### config.mk
export PLATFORM = sky130hd
export DESIGN_NAME = obsc_mul
export DESIGN_NICKNAME = d
export VERILOG_FILES = /design/src/hdl/odometry_braking_stop_controller_core_macros.svh /design/src/hdl/obsc_pkg.sv /design/src/hdl/obsc_mul.sv
export SDC_FILE = /design/constraint.sdc
export NUM_CORES = 2
export LEC_CHECK = 0
export BUFFER_PORTS_ARGS = -buffer_cell sky130_fd_sc_hd__clkbuf_2
export CAP_MARGIN = 20
export CORE_MARGIN = 1
export CORE_UTILIZATION = 45
export CTS_CLUSTER_SIZE = 12
export DETAILED_ROUTE_END_ITERATION = 7
export GPL_TIMING_DRIVEN = 0
export HOLD_SLACK_MARGIN = 0.1
export PLACE_DENSITY_LB_ADDON = 0.15
export SYNTH_ARGS = -nofsm -noshare
export SYNTH_HDL_FRONTEND = slang
export SYNTH_SLANG_ARGS = --single-unit
### constraint.sdc
create_clock -name clk -period 12.2 [get_ports clk]
set_clock_uncertainty 0.2 [all_clocks]
set_input_delay 0.61 -clock clk [delete_from_list [all_inputs] [get_ports clk]]
set_output_delay 0.61 -clock clk [all_outputs]
set_load 0.1 [all_outputs]
### src/hdl/odometry_braking_stop_controller_core_macros.svh
// Assertion macros for the odometry braking stop controller.
// Used by the core; standalone, no other dependencies.
`ifndef ODOMETRY_BRAKING_STOP_CONTROLLER_CORE_MACROS_SVH
`define ODOMETRY_BRAKING_STOP_CONTROLLER_CORE_MACROS_SVH

`ifndef SYNTHESIS
// same-cycle implication
`define OBSC_ASSERT(lbl, clk_s, rst_s, ante, cons) \
  lbl: assert property (@(posedge clk_s) disable iff (rst_s) (ante) |-> (cons)) \
    else $error("%m: assertion failed");
// next-cycle implication
`define OBSC_ASSERT_NEXT(lbl, clk_s, rst_s, ante, cons) \
  lbl: assert property (@(posedge clk_s) disable iff (rst_s) (ante) |=> (cons)) \
    else $error("%m: assertion failed");
`else
`define OBSC_ASSERT(lbl, clk_s, rst_s, ante, cons)
`define OBSC_ASSERT_NEXT(lbl, clk_s, rst_s, ante, cons)
`endif

`endif

### src/hdl/obsc_pkg.sv
// Shared types and constants for the odometry braking stop controller.
// No dependencies.
`timescale 1ns / 1ps

package obsc_pkg;

  localparam int unsigned DATA_W    = 32;
  localparam int unsigned RATE_W    = 8;
  localparam int unsigned PROD_W    = 2 * DATA_W;
  localparam int unsigned RAD_W     = 66;           // radicand, even width
  localparam int unsigned ROOT_W    = RAD_W / 2;
  localparam int unsigned REM_W     = ROOT_W + 2;
  localparam int unsigned SQ_STEPS  = ROOT_W;
  localparam int unsigned SQ_CNT_W  = $clog2(SQ_STEPS);
  localparam int unsigned IN_TDATA_W  = 64;
  localparam int unsigned OUT_TDATA_W = 168;        // 161 bits used

  localparam logic [DATA_W-1:0] U32_MAX = '1;

  // register reset values
  localparam logic [DATA_W-1:0] RST_TARGET   = 32'd65536;
  localparam logic [RATE_W-1:0] RST_RATE     = 8'd10;
  localparam logic [DATA_W-1:0] RST_COEF_SQ  = 32'd114445;
  localparam logic [DATA_W-1:0] RST_COEF_LIN = 32'd8408;
  localparam logic [DATA_W-1:0] RST_OFFSET   = 32'd1389;
  localparam logic [DATA_W-1:0] RST_LIMIT    = 32'd49152;
  localparam logic [DATA_W-1:0] RST_CAP      = 32'd75366;
  localparam logic [DATA_W-1:0] RST_CRUISE   = 32'd32768;

  typedef enum logic [2:0] {
    REG_TARGET   = 3'd0,
    REG_RATE     = 3'd1,
    REG_COEF_SQ  = 3'd2,
    REG_COEF_LIN = 3'd3,
    REG_OFFSET   = 3'd4,
    REG_LIMIT    = 3'd5,
    REG_CAP      = 3'd6,
    REG_CRUISE   = 3'd7
  } cfg_idx_t;

  typedef enum logic [3:0] {
    S_IDLE,
    S_DX,
    S_DY,
    S_SUMSQ,
    S_SQRT,
    S_RATE,
    S_SPD,
    S_BRK,
    S_T1L,
    S_T1H,
    S_LIN,
    S_SUM,
    S_STOP,
    S_DONE
  } state_t;

  typedef struct packed {
    logic        origin_sample;
    logic        stopped;
    logic [31:0] drive_command;
    logic [31:0] braking_distance;
    logic [31:0] speed;
    logic [31:0] rel_y;
    logic [31:0] rel_x;
  } result_t;

endpackage

### src/hdl/obsc_mul.sv
// Shared 32x32 unsigned multiplier with registered product.
// Depends on obsc_pkg.
`timescale 1ns / 1ps

module obsc_mul
  import obsc_pkg::*;
(
  input  logic              clk,
  input  logic [DATA_W-1:0] op_a,
  input  logic [DATA_W-1:0] op_b,
  output logic [PROD_W-1:0] prod
);

  always_ff @(posedge clk) begin
    prod <= PROD_W'(op_a) * PROD_W'(op_b);
  end

endmodule

==> run_results.csv <==
group,metric,value,unit
sta,max_freq,0.110,GHz
floorplan,core,0.0761,mm2
cts,clkTransAtPathRegs,0.06,ns
layout,area_growth,6.62,%
cts,ctsResizeCount,0,
layout,drive_gt1_share,4.29,%
setup_path,cp_max_fo,10,
drt,vias,26700,
layout,largest_reg_flops,64,
setup_path,path_buf_inv,6,
drt,vias_per_cell,5.42,
setup_path,critPathCaptureType,"register",
layout,final_nets,5111,
cts,cts_made_buffers,9,
status,outcome,"finished clean",
place,portBuffers,128,
synth,synth_area,0.0347,mm2
sta,fin_crit_sh,74.6,%
synth,syn_avg_cell_area,9.25,um2
global_routing,antenna_found_initial,21,
setup_path,worst_setup_path_start_kind,"input port",
drt,drt_wl_total,128,mm
synth,yosys_warnings,0,
place,place.gp.congestion,1.04,
floorplan,ioPinCount,129,
setup_path,path_class,"in -> reg",
sta,finalSetupViolCount,0,
floorplan,dieWidth,280,um
setup_path,arrival,9.17,ns
floorplan,fp-row-count,101,
layout,regMostFlops,"prod",
synth,synth_ff_type,"dfxtp_1",
sta,tightest_slew,1.33,ns
floorplan,die_area,0.0782,mm2
cts,numClockSinks,64,
cts,cts_hold_buf,0,
setup_path,cp_slowest_cell,"clkbuf_1",
synth,ys_seq_elements,64,
global_routing,grt_max_degree,13,
global_routing,first_global_vias,28100,
setup_path,cpMostUsedCell,"fa_1",
setup_path,critPathTopFamily,"adder cells",
sta,rsz0062_at_grt,"no",
sta,min_period,9.10,ns
hold_path,hp-class,"in -> reg",
synth,syn-num-nets,4972,
synth,synth.distinct_cells,57,
sta,tns,0,ns
cts,cts_tree,"built",
layout,top_regs,"prod: 64 flops",
global_routing,grt_pass1_wl,187,mm
floorplan,initial_utilization,45.6,%
global_routing,track_usage,33.7,%
synth,synth_async_sr_flop_share,0,%
cts,root_buffer,"clkbuf_16",
synth,synth_seq_area_share,3.69,%
setup_path,cp_cell_sequence,"clkbuf_2, clkbuf_1, nand2_1, fa_1, fa_1, inv_1, fa_1, fa_1, fa_1, fa_1, fa_1, inv_1, fa_1, inv_1, ha_1, buf_2, nand4_1, or4_1, or3_1, a31oi_1, a31o_2, a211oi_1, o21ai_1, xor2_1",
synth,synth-edff-count,0,
flow_run,cap_violations,0,
drt,routedWlPerCell,26.0,um
drt,ant_nets,0,
global_routing,gr-total-overflow,0,
drt,drtPass1Iterations,5,
setup_path,crit_required,12.27,ns
drt,first_iter_violations,2414,
sta,slew_headroom,11.1,%
cts,cts_max_path_buffers,2,
sta,hold_viol_final,0,
setup_path,max_stage_delay,0.90,ns
cts,cts_htree_levels,3,
drt,drc,0,
synth,synth_cells,3748,
floorplan,fp.dieH,280,um
place,post-dp-hpwl,108,mm
cts,post_cts_buffers,0,
sta,slew_viol_final,0,
-- area by class of cell --
| cell class | count | area [um2] |
|---|---|---|
| multi-input cells | 2599 | 29300 |
| fillers | 7548 | 39100 |
| well taps | 1030 | 1290 |
| plain buffers | 220 | 833 |
| clock buffers | 10 | 239 |
| diodes | 5 | 12.5 |
| inverters | 865 | 3250 |
| flip-flops and latches | 64 | 1280 |
| repair buffers | 128 | 641 |
| clock inverters | 6 | 115 |
-- cells in the mapped netlist, drive strengths merged, types with 3 or more instances --
library cell | count | area (um2)
or2 | 3 | 18.8
or3 | 3 | 18.8
nand4 | 23 | 144
and4 | 3 | 26.3
a21oi | 66 | 342
o31ai | 5 | 78.8
inv | 865 | 3250
fa | 896 | 17900
and3 | 14 | 87.6
a21boi | 3 | 22.5
a221oi | 4 | 87.6
nor2 | 20 | 75.1
and2 | 602 | 3770
xor2 | 25 | 219
o21bai | 11 | 86.3
o221ai | 3 | 26.3
nand3 | 10 | 50.1
a211oi | 3 | 22.5
clkbuf | 213 | 800
a21o | 40 | 300
a31oi | 12 | 75.1
a221o | 4 | 40.0
o21ai | 26 | 130
xnor2 | 35 | 307
or4 | 3 | 22.5
nor3 | 7 | 35.0
ha | 263 | 3290
o21a | 9 | 67.6
nand2 | 480 | 1800
dfxtp | 64 | 1280
buf | 7 | 33.8
-- cells in the final DEF, fill, tap and decap left out, types with 6 or more instances in the layout --
cell type  synthesis  layout
buf_2              6       6
dfxtp_1           64      64
inv_1            865     865
nand4_1           23      23
xor2_1            25      25
a21oi_1           63      63
o21bai_1          10      10
nor3_1             7       7
xnor2_1           35      35
nor2_1            20      20
fa_1             896     896
nand3_1           10      10
a21o_1            40      40
a31oi_1           12      12
clkbuf_2           0     128
and2_1           602     602
clkbuf_16          0       9
clkbuf_1         213     213
o21ai_0           21      21
and3_1            14      14
ha_1             263     263
o21a_1             9       9
nand2_1          480     480
-- logic make-up after synthesis --
kind of cell	share of synthesized area, %
adder cells (fa/ha/maj)	61.2
AO/OA/AOI/OAI	4.15
flip-flops	3.69
XOR/XNOR	1.52
AND/OR/NAND/NOR	17.6
buffers and inverters	11.8
multiplexers	0.0289
-- per-stage QoR --
stage | worst slack, ns | util (%) | std cells | hold WS (ns) | cell area, um2
floorplan | 4.64 | - | 3748 | 0.537 | 34700
global placement | 2.95 | 48.1 | 4906 | 0.723 | 36600
detailed placement | 2.98 | 48.1 | 4906 | 0.725 | 36600
CTS | 3.30 | 48.6 | 4922 | 0.375 | 37000
global route | 2.88 | 48.6 | 4922 | 0.376 | 37000
finish | 3.10 | 48.6 | 4927 | 0.379 | 37000
-- final timing paths --
kind              depth (start not counted)        to  slack, ns     start
setup / recovery                         24  prod[62]       3.10  op_a[18]
hold / removal                            2   prod[0]       0.38   op_b[0]
-- per-layer routing --
layer / routed length (um) / track usage (%) / vias up
li1: - / - / 11100
met1: 47300 / 42.1 / 13800
met2: 58700 / 53.3 / 1341
met3: 10900 / 5.77 / 378
met4: 11400 / 23.9 / 0
met5: 0 / 0 / -
Power is not shown: default switching activity piles up to over one toggle a cycle in this logic, so the estimate is an artifact.
