### config.mk
export PLATFORM = sky130hd
export DESIGN_NAME = obsc_sqrt
export DESIGN_NICKNAME = d
export VERILOG_FILES = /design/src/hdl/odometry_braking_stop_controller_core_macros.svh /design/src/hdl/obsc_pkg.sv /design/src/hdl/obsc_sqrt.sv
export SDC_FILE = /design/constraint.sdc
export NUM_CORES = 1
export LEC_CHECK = 0
export BUFFER_PORTS_ARGS = -buffer_cell sky130_fd_sc_hd__buf_2
export CORE_ASPECT_RATIO = 1.1
export CORE_UTILIZATION = 55
export CTS_BUF_LIST = sky130_fd_sc_hd__clkbuf_16
export CTS_CLUSTER_DIAMETER = 200
export CTS_CLUSTER_SIZE = 30
export DETAILED_ROUTE_END_ITERATION = 10
export PLACE_DENSITY = 0.76
export SYNTH_ARGS = -nofsm -noshare
export SYNTH_HDL_FRONTEND = slang
export SYNTH_SLANG_ARGS = --single-unit
### constraint.sdc
create_clock -name clk -period 6.1 [get_ports clk]
set_input_delay 1.22 -clock clk [delete_from_list [all_inputs] [get_ports clk]]
set_output_delay 1.22 -clock clk [all_outputs]
set_load 0.1 [all_outputs]
### src/hdl/odometry_braking_stop_controller_core_macros.svh
// Assertion macros for the odometry braking stop controller.
// Used by the core; standalone, no other dependencies.
`ifndef ODOMETRY_BRAKING_STOP_CONTROLLER_CORE_MACROS_SVH
`define ODOMETRY_BRAKING_STOP_CONTROLLER_CORE_MACROS_SVH

`ifndef SYNTHESIS
// same-cycle implication
`define OBSC_ASSERT(lbl, clk_s, rst_s, ante, cons) \
  lbl: assert property (@(posedge clk_s) disable iff (rst_s) (ante) |-> (cons)) \
    else $error("%m: assertion failed");
// next-cycle implication
`define OBSC_ASSERT_NEXT(lbl, clk_s, rst_s, ante, cons) \
  lbl: assert property (@(posedge clk_s) disable iff (rst_s) (ante) |=> (cons)) \
    else $error("%m: assertion failed");
`else
`define OBSC_ASSERT(lbl, clk_s, rst_s, ante, cons)
`define OBSC_ASSERT_NEXT(lbl, clk_s, rst_s, ante, cons)
`endif

`endif

### src/hdl/obsc_pkg.sv
// Shared types and constants for the odometry braking stop controller.
// No dependencies.
`timescale 1ns / 1ps

package obsc_pkg;

  localparam int unsigned DATA_W    = 32;
  localparam int unsigned RATE_W    = 8;
  localparam int unsigned PROD_W    = 2 * DATA_W;
  localparam int unsigned RAD_W     = 66;           // radicand, even width
  localparam int unsigned ROOT_W    = RAD_W / 2;
  localparam int unsigned REM_W     = ROOT_W + 2;
  localparam int unsigned SQ_STEPS  = ROOT_W;
  localparam int unsigned SQ_CNT_W  = $clog2(SQ_STEPS);
  localparam int unsigned IN_TDATA_W  = 64;
  localparam int unsigned OUT_TDATA_W = 168;        // 161 bits used

  localparam logic [DATA_W-1:0] U32_MAX = '1;

  // register reset values
  localparam logic [DATA_W-1:0] RST_TARGET   = 32'd65536;
  localparam logic [RATE_W-1:0] RST_RATE     = 8'd10;
  localparam logic [DATA_W-1:0] RST_COEF_SQ  = 32'd114445;
  localparam logic [DATA_W-1:0] RST_COEF_LIN = 32'd8408;
  localparam logic [DATA_W-1:0] RST_OFFSET   = 32'd1389;
  localparam logic [DATA_W-1:0] RST_LIMIT    = 32'd49152;
  localparam logic [DATA_W-1:0] RST_CAP      = 32'd75366;
  localparam logic [DATA_W-1:0] RST_CRUISE   = 32'd32768;

  typedef enum logic [2:0] {
    REG_TARGET   = 3'd0,
    REG_RATE     = 3'd1,
    REG_COEF_SQ  = 3'd2,
    REG_COEF_LIN = 3'd3,
    REG_OFFSET   = 3'd4,
    REG_LIMIT    = 3'd5,
    REG_CAP      = 3'd6,
    REG_CRUISE   = 3'd7
  } cfg_idx_t;

  typedef enum logic [3:0] {
    S_IDLE,
    S_DX,
    S_DY,
    S_SUMSQ,
    S_SQRT,
    S_RATE,
    S_SPD,
    S_BRK,
    S_T1L,
    S_T1H,
    S_LIN,
    S_SUM,
    S_STOP,
    S_DONE
  } state_t;

  typedef struct packed {
    logic        origin_sample;
    logic        stopped;
    logic [31:0] drive_command;
    logic [31:0] braking_distance;
    logic [31:0] speed;
    logic [31:0] rel_y;
    logic [31:0] rel_x;
  } result_t;

endpackage

### src/hdl/obsc_sqrt.sv
// Iterative floor square root, one result bit per cycle.
// Depends on obsc_pkg.
`timescale 1ns / 1ps

module obsc_sqrt
  import obsc_pkg::*;
(
  input  logic              clk,
  input  logic              rst,
  input  logic              start,
  input  logic [RAD_W-1:0]  rad,
  output logic              done,
  output logic [ROOT_W-1:0] root
);

  logic                busy;
  logic [SQ_CNT_W-1:0] cnt;
  logic [RAD_W-1:0]    rad_sh;
  logic [REM_W-1:0]    rem;
  logic [REM_W+1:0]    rem_sh;
  logic [REM_W+1:0]    trial;
  logic                ge;

  // bring down the next pair, trial = 4*root + 1
  always_comb begin
    rem_sh = {rem, rad_sh[RAD_W-1 -: 2]};
    trial  = {2'b00, root, 2'b01};
    ge     = (rem_sh >= trial);
  end

  always_ff @(posedge clk) begin
    if (rst) begin
      busy <= 1'b0;
      done <= 1'b0;
    end else begin
      done <= 1'b0;
      if (start) begin
        busy <= 1'b1;
      end else if (busy && (cnt == SQ_CNT_W'(SQ_STEPS - 1))) begin
        busy <= 1'b0;
        done <= 1'b1;
      end
    end
  end

  always_ff @(posedge clk) begin
    if (start) begin
      rad_sh <= rad;
      rem    <= '0;
      root   <= '0;
      cnt    <= '0;
    end else if (busy) begin
      rad_sh <= {rad_sh[RAD_W-3:0], 2'b00};
      rem    <= ge ? REM_W'(rem_sh - trial) : REM_W'(rem_sh);
      root   <= {root[ROOT_W-2:0], ge};
      cnt    <= cnt + 1'b1;
    end
  end

endmodule

==> key figures <==
Outcome
  – Status: finished clean

Logic synthesis
  – Post-Syn Instances: roughly 810
  – Post-synth cell types: 65
  – Main synth FF type: dfxtp_1
  – Yosys warnings: 0
  – Netlist Area Pre-Place: between 0.008 and 0.009 sq mm
  – Most frequent cell after synthesis: nor2_1
  – Post-synth top cells: 89 x nor2_1, 77 x nand2_1, 76 x dfxtp_1
  – Syn nets: 920
  – Seq/Total Area, Yosys: 0.432
  – Syn Area/Cell: 9.96 sq um
  – Cell taking the most area after synthesis: edfxtp_1
  – EDFF count, synth: 66
  – Ys async rst share: 0
  – Register bit total from synthesis: 142
  – Area fraction of the dominant cell type after synthesis: 0.245
  – Synth top area cells: edfxtp_1 24%, dfxtp_1 19%, mux2_2 8.9%

Placement
  – Inst Count DP: ~1100
  – Post-DP HPWL: 11800 um
  – Area after DPL: 0.00867 sq mm
  – RD Place Congestion: between 0.9 and 1
  – # port buffers: slightly above 100

GRT
  – GRT Total Usage: 0.232
  – Vias in the first global route: approximately 6000
  – Largest net degree at the start of global routing: 71
  – First-pass GRT wire length: between 20000 and 30000 um
  – Grt ovf: 0
  – Initial antenna violation count: 0

Routing
  – Initial DRT Pass Iterations: 5
  – ANT nets after route: 0
  – Vias per inst: 5.70
  – DRT iter0 DRCs: approximately 400
  – Via count: about 6300
  – Routed WL: 17000 um
  – Drt drc: 0
  – Post-DR wirelength/cell: 15.5 um

STA
  – Tmin final: 3.49 ns
  – Final period utilization: 0.572
  – RSZ-0062 raised after global routing: no
  – Worst slew pin tran: between 0.8 and 0.9 ns
  – Relative slew slack: 0.437
  – Skew final: ~0.0057 ns
  – Fmax: roughly 290 MHz
  – Fin. Hold Viols: 0
  – Setup violations, final: 0
  – Final-report max-slew violation count: 0
  – TNS Setup: 0 ns

Critical path
  – Reg-to-Reg Start: root[1]
  – Worst-path fanout max: 17
  – Worst r2r dst: rem[5]
  – Worst path required time: 6.42 ns
  – CP Launch Type: flop
  – Cells on worst reg2reg path: 11
  – Data arrival, critical path: 3.81 ns
  – Critical path capture point type: flop
  – Register-to-register setup slack: roughly 2.6 ns
  – Crit Path Category: flop to flop

CTS
  – CTS root buf: clkbuf_16
  – Postcts setup bufs: 0
  – Hold Buf Count CTS: 0
  – # resized after CTS: 0
  – Worst-Skew Late Latency: 0.44 ns
  – Clk buf depth: 2
  – Clock transition at path regs: roughly 0.06 ns
  – H-tree depth: 4
  – Clock sinks: approximately 140
  – TritonCTS clock tree: done
  – Cts bufs inserted: 17

Final layout
  – Layout Nets: between 900 and 1000
  – Fraction of layout cells with a size suffix above 1: 0.257
  – Fin util: 0.645
  – Fill cells: 1225
  – Final antenna diode count: 0
  – Finished Cell Area: approximately 0.009 sq mm
  – Area Growth Syn to Fin: 14.4%
  – Finished Layout Cells: around 1100

Floorplanning
  – Cell Rows: 46
  – IO Count: just over 100
  – Die width: 118 um
  – CORE AREA: approximately 0.014 sq mm
  – Die height: around 130 um
  – Die area: ~0.015 sq mm
  – Initial Util: 0.563

Worst hold path
  – Hold Crit Depth: 2
  – Worst Hold End: done
  – Min-Delay Path Class: flop to flop
  – Hold Crit Start: cnt[5]

Pwr
  – Pwr dens: 423 mW/mm^2
  – VDD IR max: roughly 0.26 mV
  – LEAKAGE: 0.00372 uW

Run
  – Maximum Capacitance Violations: 0
[cell families after synthesis]
kind of cell    Yosys count  share of synthesized area
compound gates          163                      0.158
mux                      99                      0.132
fa+ha+maj                37                     0.0571
simple gates            243                      0.135
flops                   142                      0.432
xor+xnor                 30                     0.0324
buf+inv                 100                     0.0523
[registers in the layout (all words and copies together), names as in the netlist]
register	cells
cnt	6
busy	1
root	33
rem	35
done	1
rad_sh	66
[cell type report]
class                   instances  area (sq um)  area share
clock buffers                  17           425      0.0459
repair buffers                107           551      0.0594
flip-flops and latches        142          3510       0.378
clock inverters                15           175      0.0189
well taps                     192           240      0.0259
multi-input cells             572          4180       0.450
inverters                      53           199      0.0214
[metrics by stage]
stage | setup slack (ns) | total power (uW) | hold slack (ns)
after CTS | 2.60 | 3930 | 0.490
after detailed placement | 2.35 | 2870 | 0.477
after global placement | 2.38 | 2840 | 0.469
after floorplan | 2.76 | 2580 | 0.443
final | 2.61 | 3920 | 0.482
after global routing | 2.33 | 4170 | 0.507
[how the worst max path moves through the flow]
stage / from / to / slack [ns] / cells after the start
final: root[1] / rem[5] / 2.61 / 11
after detailed placement: start / rad_sh[3] / 2.35 / 4
after global routing: root[13] / rem[5] / 2.33 / 11
after CTS: root[28] / rem[10] / 2.60 / 11
after floorplan: start / rad_sh[0] / 2.76 / 3
after global placement: start / rad_sh[1] / 2.38 / 4
[routing by layer]
metal | wire (um) | share of wire | track usage | up-vias
met5 | 0 | 0 | 0 | -
met3 | 820 | 0.048 | 0.0585 | 35
met2 | 8370 | 0.49 | 0.396 | 141
li1 | - | - | - | 3108
met4 | 411 | 0.024 | 0.104 | 0
met1 | 7400 | 0.44 | 0.278 | 2971
[placed cells by master, fill, tap and decap left out, types with 35 or more instances in the layout]
cell      instances
ha_1             37
nand2_1          77
mux2_2           64
nor2_1           89
a21oi_1          43
mux2i_1          35
dfxtp_1          75
edfxtp_1         66
buf_2           101
inv_1            52
[worst max-delay path, cell delays in order, from the launching register on]
cell      delay, ns
dfxtp_1        0.38
inv_1          0.06
ha_1           0.38
o21ai_1        0.14
a221oi_4       0.39
nand3_2        0.15
a31oi_4        0.24
a21oi_1        0.15
o21ai_2        0.67
buf_4          0.37
nor3_1         0.08
a311o_1        0.34
[power breakdown]
group	total (uW)	switching, uW	internal (uW)
combinational	1670	1000	664
clock	1060	444	617
sequential	1190	79.0	1120
(Power assumes the default switching activity.)
